File: src/rtl/mas_divider.sv
`default_nettype none
// restoring divider, one quotient bit a cycle
module mas_divider (
  input  wire logic        clk,
  input  wire logic        rst,
  input  wire logic        start,
  input  wire logic [31:0] dividend,
  input  wire logic [23:0] divisor,
  output logic             busy,
  output logic [31:0]      quotient
);
  logic [5:0]  cnt;
  logic [24:0] rem;
  logic [24:0] trial;
  logic [23:0] dvs;

  assign trial = {rem[23:0], quotient[31]} - {1'b0, dvs};

  always_ff @(posedge clk) begin
    if (rst) begin
      busy <= 1'b0;
      cnt  <= '0;
    end else if (start) begin
      busy     <= 1'b1;
      cnt      <= 6'd32;
      rem      <= '0;
      quotient <= dividend;
      dvs      <= divisor;
    end else if (busy) begin
      if (trial[24]) begin
        rem      <= {rem[23:0], quotient[31]};
        quotient <= {quotient[30:0], 1'b0};
      end else begin
        rem      <= trial;
        quotient <= {quotient[30:0], 1'b1};
      end
      cnt <= cnt - 6'd1;
      if (cnt == 6'd1) busy <= 1'b0;
    end
  end
endmodule
`default_nettype wire

File: config.mk
export PLATFORM = sky130hd
export DESIGN_NAME = mas_divider
export DESIGN_NICKNAME = d
export VERILOG_FILES = /design/src/rtl/mas_divider.sv
export SDC_FILE = /design/constraint.sdc
export NUM_CORES = 1
export LEC_CHECK = 0
export ABC_AREA = 1
export BUFFER_PORTS_ARGS = -buffer_cell sky130_fd_sc_hd__buf_2
export CORE_MARGIN = 2
export CORE_UTILIZATION = 57
export CTS_BUF_LIST = sky130_fd_sc_hd__clkbuf_16
export CTS_CLUSTER_DIAMETER = 30
export CTS_CLUSTER_SIZE = 28
export DETAILED_ROUTE_END_ITERATION = 7
export HOLD_SLACK_MARGIN = 0.05
export PLACE_DENSITY = 0.87
export RECOVER_POWER = 25
export SLEW_MARGIN = 15
export SYNTH_ARGS = -nofsm -noshare
export SYNTH_HDL_FRONTEND = slang
export SYNTH_SLANG_ARGS = --single-unit
File: constraint.sdc
create_clock -name clk -period 4.85 [get_ports clk]
set_input_delay 0.7275 -clock clk [delete_from_list [all_inputs] [get_ports clk]]
set_output_delay 0.7275 -clock clk [all_outputs]
set_load 0.05 [all_outputs]
==> out/metrics.cfg <==
[placed_design]
dp_hpwl_um = 8500
place_area_mm2 = 0.00605
dpl_worst_slack_ps = 2100
place.gp.congestion = 0.955
port_buffers = 91

[min_path]
worstHoldEndpoint = cnt[1]
whs_path_depth = 2
hold_start = cnt[1]
min_path_type = register to register

[sta]
tns_ps = 0
period_minus_slack_ps = 2950
slew_headroom = 0.0836
fin_crit_sh = 0.609
rsz0062_at_grt = no
worst_slew_pin_slew_ps = 1370
timing.fmax_mhz = 339
setup_viol = 0
clock_skew_ps = 8.07
hold_viol = 0
drv_slew = 0
finalWorstSetupSlack_ps = 1900

[synth]
syn_inst = 740
synth_area_per_cell_um2 = 7.40
synth_area_leader_cell = edfxtp_1
synth.distinct_cells = 34
async_flop_share = 0
yosys.cell_count.top_type = nand2_1
yosysWarnings = 0
synthTopCellsByArea = edfxtp_1 44%, nand2_1 21%, inv_1 8.8%, ha_1 5.9%, nor2_1 5.8%
synth_area_mm2 = 0.00548
syn_nets = 826
synth_top_area_frac = 0.439
synth_edf_count = 80
seq_area_frac_synth = 0.464
synthFlopType = edfxtp_1
synth_commonest_cells = 310 x nand2_1, 128 x inv_1, 84 x nor2_1
synth-seq-cells = 87

[worst_setup_path]
r2r-start = quotient[31]
crit_path_start_kind = input pin
critPathMaxFanout = 39
crit_arrival_ps = 2940
critPathKind = input pin to register
r2r_slack_ps = 2070
cp-end-kind = register
r2r_cells = 15
crit_path_start = start
r2r-end = rem[17]
cp.required_ps = 4830

[clock_tree]
numCtsBuffers = 9
htree_levels = 3
hold_buffers = 0
clkTransAtPathRegs_ps = 70
cts_num_sinks = 87
cts_resized = 0
root_buffer = clkbuf_16
postCtsSetupRepairBufs = 0
cts_tree = built
clock_path_buffers = 2
clkLatencyLatePin_ps = 350

[drt]
wl_met2_um = 5560
drtPass1Iterations = 5
routedWlPerCell_um = 12.2
met3_length_um = 876
ant_nets = 0
wl_met1_um = 5120
drc = 0
top_layer = met4
drt_iter0_drc = 233
totalWireLength_um = 11800
vias = 4792
vias_per_cell = 4.97

[global_route]
grt_remaining_overflow = 0
grtUsageTotal = 0.241
grt_start_max_net_pins = 58
antenna_found_initial = 0
grt_pass1_wl_um = 19700
grt_pass1_vias = 4468

[pwr]
p_leak_nw = 3.30
powerDensity_mw_per_mm2 = 365
ir_drop_v = 0.000204

[finish]
multi_input_area_mm2 = 0.00239
drive_above_1_share = 0.122
design_area_mm2 = 0.00635
regArea_mm2 = 0.00254
n_antenna_cell = 0
final_nets = 916
nFillCells = 803
syn2layout_area_growth_pct = 16.0
fin_util = 0.684

[die]
core_mm2 = 0.00928
die_area_mm2 = 0.0104
pin_count = 92
start_util = 0.590
num_rows = 35
die_w_um = 102
fp.dieH_um = 102

[flow_run]
timing.max_cap.violations = 0

[run_status]
status = finished, final reports clean

-- kinds of logic (layout without fill, tap and decap cells) --
logic type | count (synthesis) | in the layout | synth area share
simple gates | 445 | 445 | 0.326
fa+ha+maj | 27 | 27 | 0.0631
xor+xnor | 13 | 13 | 0.0208
buf+inv | 143 | 238 | 0.101
flops | 87 | 87 | 0.464
compound gates | 25 | 25 | 0.0242
-- worst max path at each step --
stage | endpoint | slack [ps] | cells past startpoint
after floorplan | quotient[0] | 1000 | 3
after global placement | rem[11] | 2170 | 4
after detailed placement | rem[9] | 2100 | 4
after CTS | rem[17] | 2080 | 15
after global routing | rem[11] | 1660 | 4
final | rem[9] | 1900 | 4
-- cell usage in the layout (no fill, tap or decap), types with 6 or more instances in the layout --
cell type	instances
nand3_1	20
nand2_1	310
nand2_2	6
ha_1	26
clkbuf_16	9
nand4_1	8
clkbuf_1	22
dfxtp_1	7
edfxtp_1	80
inv_1	128
a21oi_1	18
xor2_1	10
buf_2	69
nor2_1	82
-- sequential cells by signal (all words and copies together) (netlist names) --
register / flops
busy: 1
dvs: 24
quotient: 32
cnt: 6
rem: 24
-- power breakdown --
part | internal (mW) | switching [mW]
clock | 0.459 | 0.316
sequential | 0.897 | 0.0309
combinational | 0.197 | 0.420
-- routing by layer --
layer | up-vias | global-route usage
met2 | 186 | 0.409
met3 | 25 | 0.0575
met1 | 2131 | 0.306
li1 | 2450 | -
met5 | - | 0
met4 | 0 | 0.0769
-- metrics by stage --
step	power (mW)	hold WS, ps	cells
finish	2.32	505	964
floorplan	1.42	466	740
detailed placement	1.55	495	948
global route	2.45	540	964
global placement	1.54	483	948
CTS	2.33	507	964
-- final cells by class --
cell class                      instances  area share
Tap cell                              129      0.0254
Timing Repair Buffer                   94      0.0709
Clock buffer                            9      0.0355
Inverter                              128      0.0756
Sequential cell                        87       0.400
Multi-Input combinational cell        510       0.376
Clock inverter                          7      0.0163
-- critical path, cell delays in order --
cell,delay [ps]
clkbuf_1,980
nor2_1,180
nor2_4,500
buf_4,530
Power figures use the tool's default switching activity.
