**src/rtl/mas_pkg.sv**
```systemverilog
`default_nettype none
package mas_pkg;

  localparam int unsigned AlarmSlots    = 16;
  localparam int unsigned CallbackSlots = 20;
  localparam int unsigned SlotBits      = 4;
  localparam int unsigned CountBits     = 5;

  localparam logic [1:0] REQ_TICK   = 2'd0;
  localparam logic [1:0] REQ_ADD    = 2'd1;
  localparam logic [1:0] REQ_DELETE = 2'd2;
  localparam logic [1:0] REQ_UPDATE = 2'd3;

  localparam logic [1:0] ST_OK       = 2'd0;
  localparam logic [1:0] ST_BAD_POS  = 2'd1;
  localparam logic [1:0] ST_FULL     = 2'd2;

  typedef struct packed {
    logic [31:0] atime;
    logic [23:0] period;
    logic [15:0] tag;
    logic        kind;
    logic [4:0]  cb;
  } slot_t;

  // per-cycle command to the cell row
  typedef struct packed {
    logic        load;      // write slot at 'idx'
    logic [3:0]  idx;
    slot_t       data;
    logic        pull;      // shift cells at and above 'idx' down by one
    logic        bubble_en; // one odd-even sort pass
    logic        bubble_odd;
  } cell_cmd_t;

endpackage
`default_nettype wire

```
**src/rtl/mas_cell.sv**
```systemverilog
`default_nettype none
// one table slot; swaps with the upper neighbor during a sort pass
module mas_cell (
  input  wire logic            clk,
  input  wire logic [3:0]      my_idx,
  input  wire mas_pkg::cell_cmd_t cmd,
  input  wire mas_pkg::slot_t  lower,
  input  wire mas_pkg::slot_t  upper,
  input  wire logic            lower_swap,
  input  wire logic            up_in_range,
  output mas_pkg::slot_t       slot,
  output logic                 swap_up
);
  logic pair_lead;

  // this cell leads a pair when its index parity matches the pass and its upper neighbor holds an entry
  assign pair_lead = (my_idx[0] == cmd.bubble_odd) && up_in_range;
  assign swap_up   = cmd.bubble_en && pair_lead && (slot.atime > upper.atime);

  always_ff @(posedge clk) begin
    if (cmd.load && cmd.idx == my_idx) begin
      slot <= cmd.data;
    end else if (cmd.pull && my_idx >= cmd.idx) begin
      slot <= upper;
    end else if (swap_up) begin
      slot <= upper;
    end else if (lower_swap) begin
      slot <= lower;
    end
  end
endmodule
`default_nettype wire

```
**config.mk**
```make
export PLATFORM = sky130hd
export DESIGN_NAME = mas_cell
export DESIGN_NICKNAME = d
export VERILOG_FILES = /design/src/rtl/mas_pkg.sv /design/src/rtl/mas_cell.sv
export SDC_FILE = /design/constraint.sdc
export NUM_CORES = 1
export LEC_CHECK = 0
export ABC_CLOCK_PERIOD_IN_PS = 11900
export BUFFER_PORTS_ARGS = -buffer_cell sky130_fd_sc_hd__buf_2
export CELL_PAD_IN_SITES_DETAIL_PLACEMENT = 1
export CELL_PAD_IN_SITES_GLOBAL_PLACEMENT = 2
export CORE_MARGIN = 8
export CORE_UTILIZATION = 27
export CTS_CLUSTER_SIZE = 10
export DETAILED_ROUTE_END_ITERATION = 10
export PLACE_DENSITY_LB_ADDON = 0.1
export SYNTH_ARGS = -nofsm -noshare
export SYNTH_HDL_FRONTEND = slang
export SYNTH_SLANG_ARGS = --single-unit
```
**constraint.sdc**
```tcl
create_clock -name clk -period 11.9 [get_ports clk]
set_input_delay 0.595 -clock clk [delete_from_list [all_inputs] [get_ports clk]]
set_output_delay 0.595 -clock clk [all_outputs]
set_load 0.02 [all_outputs]
```
==> flow_summary.toml, run 1 <==
[logic_synthesis]
synthTopCellsByCount = "mux2_2, edfxtp_1, a21oi_1"
ys_ff_latch = 78
synthTopCellsByArea = "edfxtp_1, mux2_2, ha_1, a21oi_1, inv_1"
yosys_warnings = 0
synth_top_area_cell = "edfxtp_1"
syn_nets = 702
post-synth-top-count-cell = "mux2_2"
synthFlopType = "edfxtp_1"
synth_top_area_share_pct = 45.5
avgSynthCellArea_um2 = 12.4
ys_types = 36
netlist_area_um2 = 5150
synth_edf_count = 78
async_flop_share_pct = 0
ys_seq_area_share_pct = 45.5
syn_inst = 417

[placed_design]
gp_congestion = 0.770
hpwlAfterDp_mm = 16.4
io_buffers = 327
placed_cell_area_um2 = 7000

[worst_setup_path]
worstPathArrival_ns = 3.67
end_kind = "register"
r2r-start = "slot[75]"
critPathLaunchType = "register"
path_max_fanout = 78
setup.worst_path.start = "slot[75]"
worst_ep_required_time_ns = 11.85
critPathKind = "register to register"

[timing]
final-hold-violation-count = 0
rsz0062_at_grt = "no"
fin_crit_ns = 3.71
max_freq_mhz = 269
final_max_slew_viol_count = 0
tns_ns = 0
skew_ns = 0.00783
worst_slew_pin_slew_ns = 1.07
maxSlewHeadroom_pct = 28.4
min_period_over_period_pct = 31.2
setup_viol = 0

[cts]
clk_latency_ns = 0.34
clock_path_buffers = 2
root_buffer = "clkbuf_16"
cts-hold-fix-buffers = 0
cts_htree_levels = 3
postCtsSetupBuffers = 0
cts_inserted_buffers = 9
cts_resized = 0
path_clk_slew_ns = 0.07
cts_tree = "yes"
cts_num_sinks = 78

[power]
p_seq_share_pct = 39.4
p_int_mw = 0.642
p_clk_share_pct = 31.1
switching_share_pct = 30.9
leakage_nw = 3.50
switching_power_mw = 0.288
powerDensity_nw_per_um2 = 127
combPwrFrac_pct = 29.5
vdd_ir_drop_max_mv = 0.0648

[die]
coreArea_um2 = 18700
num_rows = 50
dieArea_um2 = 23800
die_h_um = 154
ioPinCount = 328
initial_core_util_pct = 27.5
die_w_um = 154

[route]
wire_per_inst_um = 20.1
via_count = 4523
drc = 0
viasPerCell = 4.62
drt_pass1_iterations = 4
drt_wl_total_mm = 19.7
first_iter_violations = 102
antenna_left = 0

[layout]
area_growth_syn_to_layout_pct = 41.9
reg.largest.list = "slot x78"
fin_area_um2 = 7310
finalNetCount = 1023
regMostFlops = "slot"
layout-drive-gt1-share_pct = 64.1
largest_reg_flops = 78
fin_util_pct = 39.1

[global_routing]
grt_overflow_total = 0
grt_pass1_vias = 5265
antenna_found_initial = 10
grt_pass1_wl_mm = 29.7
gr-usage-all-layers_pct = 16.3
grt_max_degree = 79

[worst_hold_path]
min_path_type = "primary input to register"
min_from = "lower[74]"

[run_status]
outcome = "completed"

[flow_run]
maxCapViolations = 0
==> cell type report <==
| class | count | area [µm²] |
|---|---|---|
| sequential | 78 | 2340 |
| tap | 234 | 293 |
| clock inverter | 7 | 78.8 |
| fill | 2164 | 11400 |
| clock buffer | 9 | 225 |
| timing repair buffer | 330 | 1660 |
| multi-input combinational | 283 | 2570 |
| antenna | 3 | 7.51 |
| inverter | 36 | 135 |
==> placed cells by master, fill, tap and decap left out, types with 3 or more instances in the layout <==
cell	n
a211oi_1	3
a21o_1	6
a21oi_1	42
buf_2	327
buf_4	3
clkbuf_16	9
diode_2	3
edfxtp_1	78
ha_1	36
inv_1	36
inv_6	3
mux2_2	116
mux2_4	9
nand2_1	4
nand3_1	6
nand4_1	6
nor2_1	31
==> power groups by stage <==
| stage | Sequential [mW] | Combinational (mW) | Clock, mW |
|---|---|---|---|
| floorplan | 0.420 | 0.121 | 0 |
| global placement | 0.371 | 0.277 | 0 |
| detailed placement | 0.372 | 0.281 | 0 |
| CTS | 0.367 | 0.282 | 0.298 |
| global route | 0.370 | 0.302 | 0.310 |
| finish | 0.366 | 0.274 | 0.289 |
==> critical path, cell delays in order, from the launching register on <==
cell and delay [ns]:
edfxtp_1 0.42, ha_1 0.31, nand4_1 0.17, or3_1 0.42, o22ai_1 0.13, nor4_1 0.08
o22ai_2 0.19, nand3b_4 0.51, or2_4 0.22, buf_4 0.78
==> path summary, 6_finish.rpt <==
path / slack [ns] / depth (start not counted) / end
worst max register to register: 8.19 / 9 / slot[65]
worst max-delay path: 8.19 / 9 / slot[65]
worst min-delay path: 0.55 / 2 / slot[74]
worst min register to register: 1.62 / 5 / slot[44]
==> cell families after synthesis <==
logic type,count (synthesis),synth area share (%)
compound gates,59,6.56
mux,125,28.0
xor+xnor,1,0.170
buf+inv,56,4.91
simple gates,62,6.17
flops,78,45.5
fa+ha+maj,36,8.74
==> layer usage <==
layer / global-route usage (%) / part of all wire [%]
met3: 8.52 / 11
met4: 5.65 / 1.8
met2: 29.9 / 52
met1: 15.2 / 35
met5: 0 / 0.42
==> through the flow <==
step / hold slack, ns / power, mW / worst slack, ns / cells
2_1_floorplan: 0.813 / 0.541 / 7.26 / 417
3_3_place_gp: 0.897 / 0.648 / 7.93 / 961
3_5_place_dp: 0.899 / 0.653 / 7.82 / 961
4_1_cts: 0.536 / 0.947 / 8.09 / 977
5_1_grt: 0.544 / 0.982 / 7.90 / 980
6_report: 0.553 / 0.929 / 8.19 / 980
Note: power is estimated with default switching activity, not from simulation.
==> run 2, diff against run 1 <==
--- a/config.mk
+++ b/config.mk
@@ -5,12 +5,12 @@
 export SDC_FILE = /design/constraint.sdc
 export NUM_CORES = 1
 export LEC_CHECK = 0
-export ABC_CLOCK_PERIOD_IN_PS = 11900
+export ABC_CLOCK_PERIOD_IN_PS = 3600
 export BUFFER_PORTS_ARGS = -buffer_cell sky130_fd_sc_hd__buf_2
 export CELL_PAD_IN_SITES_DETAIL_PLACEMENT = 1
 export CELL_PAD_IN_SITES_GLOBAL_PLACEMENT = 2
 export CORE_MARGIN = 8
-export CORE_UTILIZATION = 27
+export CORE_UTILIZATION = 25
 export CTS_CLUSTER_SIZE = 10
 export DETAILED_ROUTE_END_ITERATION = 10
 export PLACE_DENSITY_LB_ADDON = 0.1
==> constraint.sdc (replaced) <==
create_clock -name clk -period 3.6 [get_ports clk]
set_input_delay 0.18 -clock clk [delete_from_list [all_inputs] [get_ports clk]]
set_output_delay 0.18 -clock clk [all_outputs]
set_load 0.02 [all_outputs]
==> run 2 against run 1 <==
Compared with the run above:
- wire length is 2.3% higher
- cell count is 3.8% higher
- die area is 7.2% higher
- sequential share of layout area is 0.58 points lower
- first-iteration DRC count is 2.0% lower
- utilization is 2.3 points lower
==> flow_summary.toml, run 2 (synthesis gave the netlist of run 1 again) <==
[route]
antenna_left = 0
drc = 0
drt_wl_total_mm = 20.2
via_count = 4501
first_iter_violations = 100
wire_per_inst_um = 19.8
drt_pass1_iterations = 4
viasPerCell = 4.43

[global_routing]
grt_max_degree = 63
grt_pass1_vias = 5298
antenna_found_initial = 1
grt_overflow_total = 0
gr-usage-all-layers_pct = 15.4
grt_pass1_wl_mm = 30.6

[timing]
maxSlewHeadroom_pct = 58.8
worst_slew_pin_slew_ns = 0.613
min_period_over_period_pct = 89.3
final_max_slew_viol_count = 0
fin_crit_ns = 3.21
setup_viol = 0
skew_ns = 0.0111
rsz0062_at_grt = "no"
max_freq_mhz = 311
tns_ns = 0
final-hold-violation-count = 0

[die]
die_w_um = 160
initial_core_util_pct = 25.5
coreArea_um2 = 20200
ioPinCount = 328
die_h_um = 160
dieArea_um2 = 25500
num_rows = 52

[worst_setup_path]
end_kind = "register"
crit_chain = "ha_1 > nand4_1 > nor4_1 > nand4_1 > nand2_1 > o22ai_2 > nand3b_4 > or2_4 > buf_12"
cpMostUsedCell = "nand4_1"
reg2reg_setup_slack_ns = 0.39
r2r-start = "slot[77]"
critPathLaunchType = "register"
critical_path.top_delay_family = "simple AND/OR/NAND/NOR gates"
worstPathArrival_ns = 3.28
crit_end = "slot[21]"
r2r_cells = 9
critPathKind = "register to register"
critPathBufInv = 1
path_depth = 9
worst_ep_required_time_ns = 3.67
r2r_end = "slot[21]"
cp_slowest_cell = "nor4_1"
crit_path_max_incr_delay_ns = 0.61
path_max_fanout = 37
setup.worst_path.start = "slot[77]"

[placed_design]
hpwlAfterDp_mm = 16.9
placedCellCount = 1000
io_buffers = 327
gp_congestion = 0.796

[layout]
layout_common_cells = "buf_2, mux2_2, edfxtp_1"
final_common_cell = "buf_2"
largest_reg_flops = 78
fin_cells = 1017
regMostFlops = "slot"
area_growth_syn_to_layout_pct = 44.5
reg.largest.list = "slot x78"
layout-drive-gt1-share_pct = 63.9
finalNetCount = 1026

[cts]
cts_htree_levels = 3
root_buffer = "clkbuf_16"
cts_tree = "yes"
path_clk_slew_ns = 0.07
postCtsSetupBuffers = 0
cts_resized = 0
clk_latency_ns = 0.34
cts-hold-fix-buffers = 0
cts_inserted_buffers = 9
clock_path_buffers = 2
cts_num_sinks = 78

[worst_hold_path]
min_path_type = "primary input to register"

[power]
leakage_nw = 3.54
vdd_ir_drop_max_mv = 0.203
powerDensity_nw_per_um2 = 420

[run_status]
outcome = "completed"

[flow_run]
maxCapViolations = 0
run 2: changes by cell type in the layout (fill, tap and decap cells not counted), sizes merged:
cell / previous run / this run
bufinv: 1 / 2
diode: 3 / 1
inv: 40 / 37
clkinv: 1 / 3
buf: 330 / 333
run 2: how the worst min path moves through the flow:
| stage | startpoint | end | slack (ns) | cells after the start |
|---|---|---|---|---|
| 3_5_place_dp | lower[15] | slot[15] | 0.49 | 2 |
| 6_report | lower[52] | slot[52] | 0.14 | 2 |
| 3_3_place_gp | lower[37] | slot[37] | 0.48 | 2 |
| 4_1_cts | lower[52] | slot[52] | 0.12 | 2 |
| 2_1_floorplan | lower[68] | slot[68] | 0.40 | 1 |
| 5_1_grt | lower[50] | slot[50] | 0.13 | 2 |
run 2: final cells by class:
| cell class | count | area [µm²] |
|---|---|---|
| Sequential cell | 78 | 2340 |
| Clock inverter | 7 | 87.6 |
| Tap cell | 270 | 338 |
| Inverter | 36 | 135 |
| Fill cell | 2313 | 12800 |
| Multi-Input combinational cell | 283 | 2570 |
| Clock buffer | 9 | 225 |
| Antenna cell | 1 | 2.50 |
| Timing Repair Buffer | 333 | 1740 |
run 2: routing by layer:
layer / up-vias / wire [µm] / global-route usage [%] / share of wire [%]
met5: - / 0 / 0 / 0
met4: 0 / 291 / 4.72 / 1.4
met3: 17 / 1970 / 6.85 / 9.8
met2: 190 / 10300 / 27.7 / 51
met1: 2099 / 7620 / 15.8 / 38
li1: 2195 / - / - / -
run 2: metrics by stage:
step           hold slack [ns]  cell area (µm²)  power [mW]  utilization [%]  worst slack, ns
6_report                 0.137             7450        3.13             36.8            0.386
5_1_grt                  0.129             7450        3.30             36.8            0.175
3_5_place_dp             0.486             7130        2.18             35.2            0.335
3_3_place_gp             0.482             7130        2.17             35.2            0.428
4_1_cts                  0.124             7440        3.18             36.8            0.316
2_1_floorplan            0.398             5150        1.78                -            0.226
run 2: report_power, final:
group | leakage [nW] | internal (mW) | total, mW | switching, mW
sequential | 0.780 | 1.16 | 1.21 | 0.0454
combinational | 2.61 | 0.427 | 0.938 | 0.511
clock | 0.149 | 0.603 | 0.980 | 0.377
total | 3.54 | 2.19 | 3.13 | 0.933
==> run 3, diff against run 2 <==
--- a/config.mk
+++ b/config.mk
@@ -13,7 +13,9 @@
 export CORE_UTILIZATION = 25
 export CTS_CLUSTER_SIZE = 10
 export DETAILED_ROUTE_END_ITERATION = 10
-export PLACE_DENSITY_LB_ADDON = 0.1
+export GPL_ROUTABILITY_DRIVEN = 0
+export PLACE_DENSITY = 0.8
+export SLEW_MARGIN = 20
 export SYNTH_ARGS = -nofsm -noshare
 export SYNTH_HDL_FRONTEND = slang
 export SYNTH_SLANG_ARGS = --single-unit
==> run 3 against run 2 <==
Compared with the run above:
- clock skew hardly changed
- global-route usage is 0.69 points lower
- power is 0.59% lower
- sequential share of layout area is 0.12 points higher
- clock power is 0.7% higher
- clock-buffer cell count is 1 higher
- worst setup slack better by 0.12 ns
- die area stayed put
==> flow_summary.toml, run 3 (synthesis gave the netlist of run 1 again) <==
[layout]
largest_reg_flops = 78
fin_area_um2 = 7420
layout-drive-gt1-share_pct = 64.3
multi_input_area_um2 = 2570
regArea_um2 = 2340
reg.largest.list = "slot x78"
fillCellCount = 2374
finalNetCount = 1027
area_growth_syn_to_layout_pct = 44.0
regMostFlops = "slot"
layout_common_cells = "buf_2, mux2_2, edfxtp_1"
final_common_cell = "buf_2"

[worst_setup_path]
r2r_end = "slot[35]"
critPathLaunchType = "register"
r2r_cells = 8
r2r-start = "slot[77]"
crit_chain = "ha_1 > nand4_1 > nor4_1 > nand3_1 > o22ai_2 > nand3b_4 > or2_4 > buf_12"
critPathKind = "register to register"
reg2reg_setup_slack_ns = 0.51
worstPathArrival_ns = 3.09
end_kind = "register"
worst_ep_required_time_ns = 3.60
crit_path_max_incr_delay_ns = 0.64
cp_slowest_cell = "nor4_1"
path_max_fanout = 61

[cts]
cts_resized = 0
clock_path_buffers = 2
cts_tree = "yes"
postCtsSetupBuffers = 0
cts-hold-fix-buffers = 0
root_buffer = "clkbuf_16"
cts_num_sinks = 78
clk_latency_ns = 0.34
path_clk_slew_ns = 0.07
cts_htree_levels = 3
cts_inserted_buffers = 9

[timing]
maxSlewHeadroom_pct = 56.7
setup_viol = 0
final-hold-violation-count = 0
final_max_slew_viol_count = 0
skew_ns = 0.0108
fin_ws_ns = 0.506
max_freq_mhz = 323
tns_ns = 0
holdWs_ns = 0.137
min_period_over_period_pct = 86.0
rsz0062_at_grt = "no"
worst_slew_pin_slew_ns = 0.644
fin_crit_ns = 3.09

[route]
drt_pass1_iterations = 6
wire_per_inst_um = 18.6
drc = 0
first_iter_violations = 109
antenna_left = 0
via_count = 4539
drt_wl_total_mm = 18.9
viasPerCell = 4.46

[global_routing]
grt_overflow_total = 0
grt_pass1_wl_mm = 29.3
grt_max_degree = 63
grt_pass1_vias = 5196
gr-usage-all-layers_pct = 14.7
antenna_found_initial = 2

[power]
total_power_mw = 3.11
powerDensity_nw_per_um2 = 419
leakage_nw = 3.53
vdd_ir_drop_max_mv = 0.208

[die]
coreArea_um2 = 20200
num_rows = 52
die_h_um = 160
initial_core_util_pct = 25.5
dieArea_um2 = 25500
die_w_um = 160
ioPinCount = 328

[flow_run]
maxCapViolations = 0

[worst_hold_path]
min_from = "lower[52]"
whs_path_depth = 2
hold_end = "slot[52]"
min_path_type = "primary input to register"

[placed_design]
io_buffers = 327
dpl_worst_slack_ns = 0.473
hpwlAfterDp_mm = 15.8
placed_cell_area_um2 = 7100

[run_status]
outcome = "completed"
## run 3: cell count changes in the layout (fill, tap and decap cells not counted)
cell      change
clkinv_2      +2
clkbuf_1      +1
buf_4         +4
clkinv_4      +1
inv_6         -1
buf_12        -3
clkinv_1      -3
## run 3: cell type report
class,instances,area share (%)
flip-flops and latches,78,31.6
clock buffers,10,3.09
diodes,1,0.0337
multi-input cells,283,34.7
inverters,36,1.82
repair buffers,334,23.1
clock inverters,6,1.16
well taps,270,4.55
## run 3: per-layer routing
layer | wire (µm) | GRT usage [%]
met1 | 7330 | 15.5
met2 | 9600 | 26.1
met3 | 1730 | 6.23
met4 | 239 | 4.46
met5 | 14 | 0
## run 3: report_power, final
group	internal [mW]	switching (mW)	leakage (nW)	total [mW]
Clock	0.607	0.380	0.152	0.987
Combinational	0.418	0.497	2.60	0.915
Sequential	1.16	0.0432	0.780	1.21
Total	2.19	0.921	3.53	3.11
## run 3: how the worst max path moves through the flow
| stage | cells after the start | start | slack, ns | to |
|---|---|---|---|---|
| finish | 8 | slot[77] | 0.51 | slot[35] |
| global route | 8 | slot[75] | 0.29 | slot[25] |
| CTS | 8 | slot[77] | 0.45 | slot[25] |
| detailed placement | 8 | slot[77] | 0.47 | slot[41] |
| global placement | 8 | slot[75] | 0.53 | slot[41] |
| floorplan | 10 | slot[77] | 0.23 | slot[0] |
## run 3: stage by stage
stage | utilization, % | instances
floorplan | - | 417
global placement | 35.1 | 1001
detailed placement | 35.1 | 1001
CTS | 36.6 | 1017
global route | 36.7 | 1018
finish | 36.7 | 1018
## run 3: critical path: cells and delay by family (launching register included)
kind,cells,cell delay [ns]
AOI/OAI and AO/OA,1,0.14
buffers and inverters,1,0.33
adders and majority gates,1,0.31
DFF,1,0.41
and+or+nand+nor,5,1.49
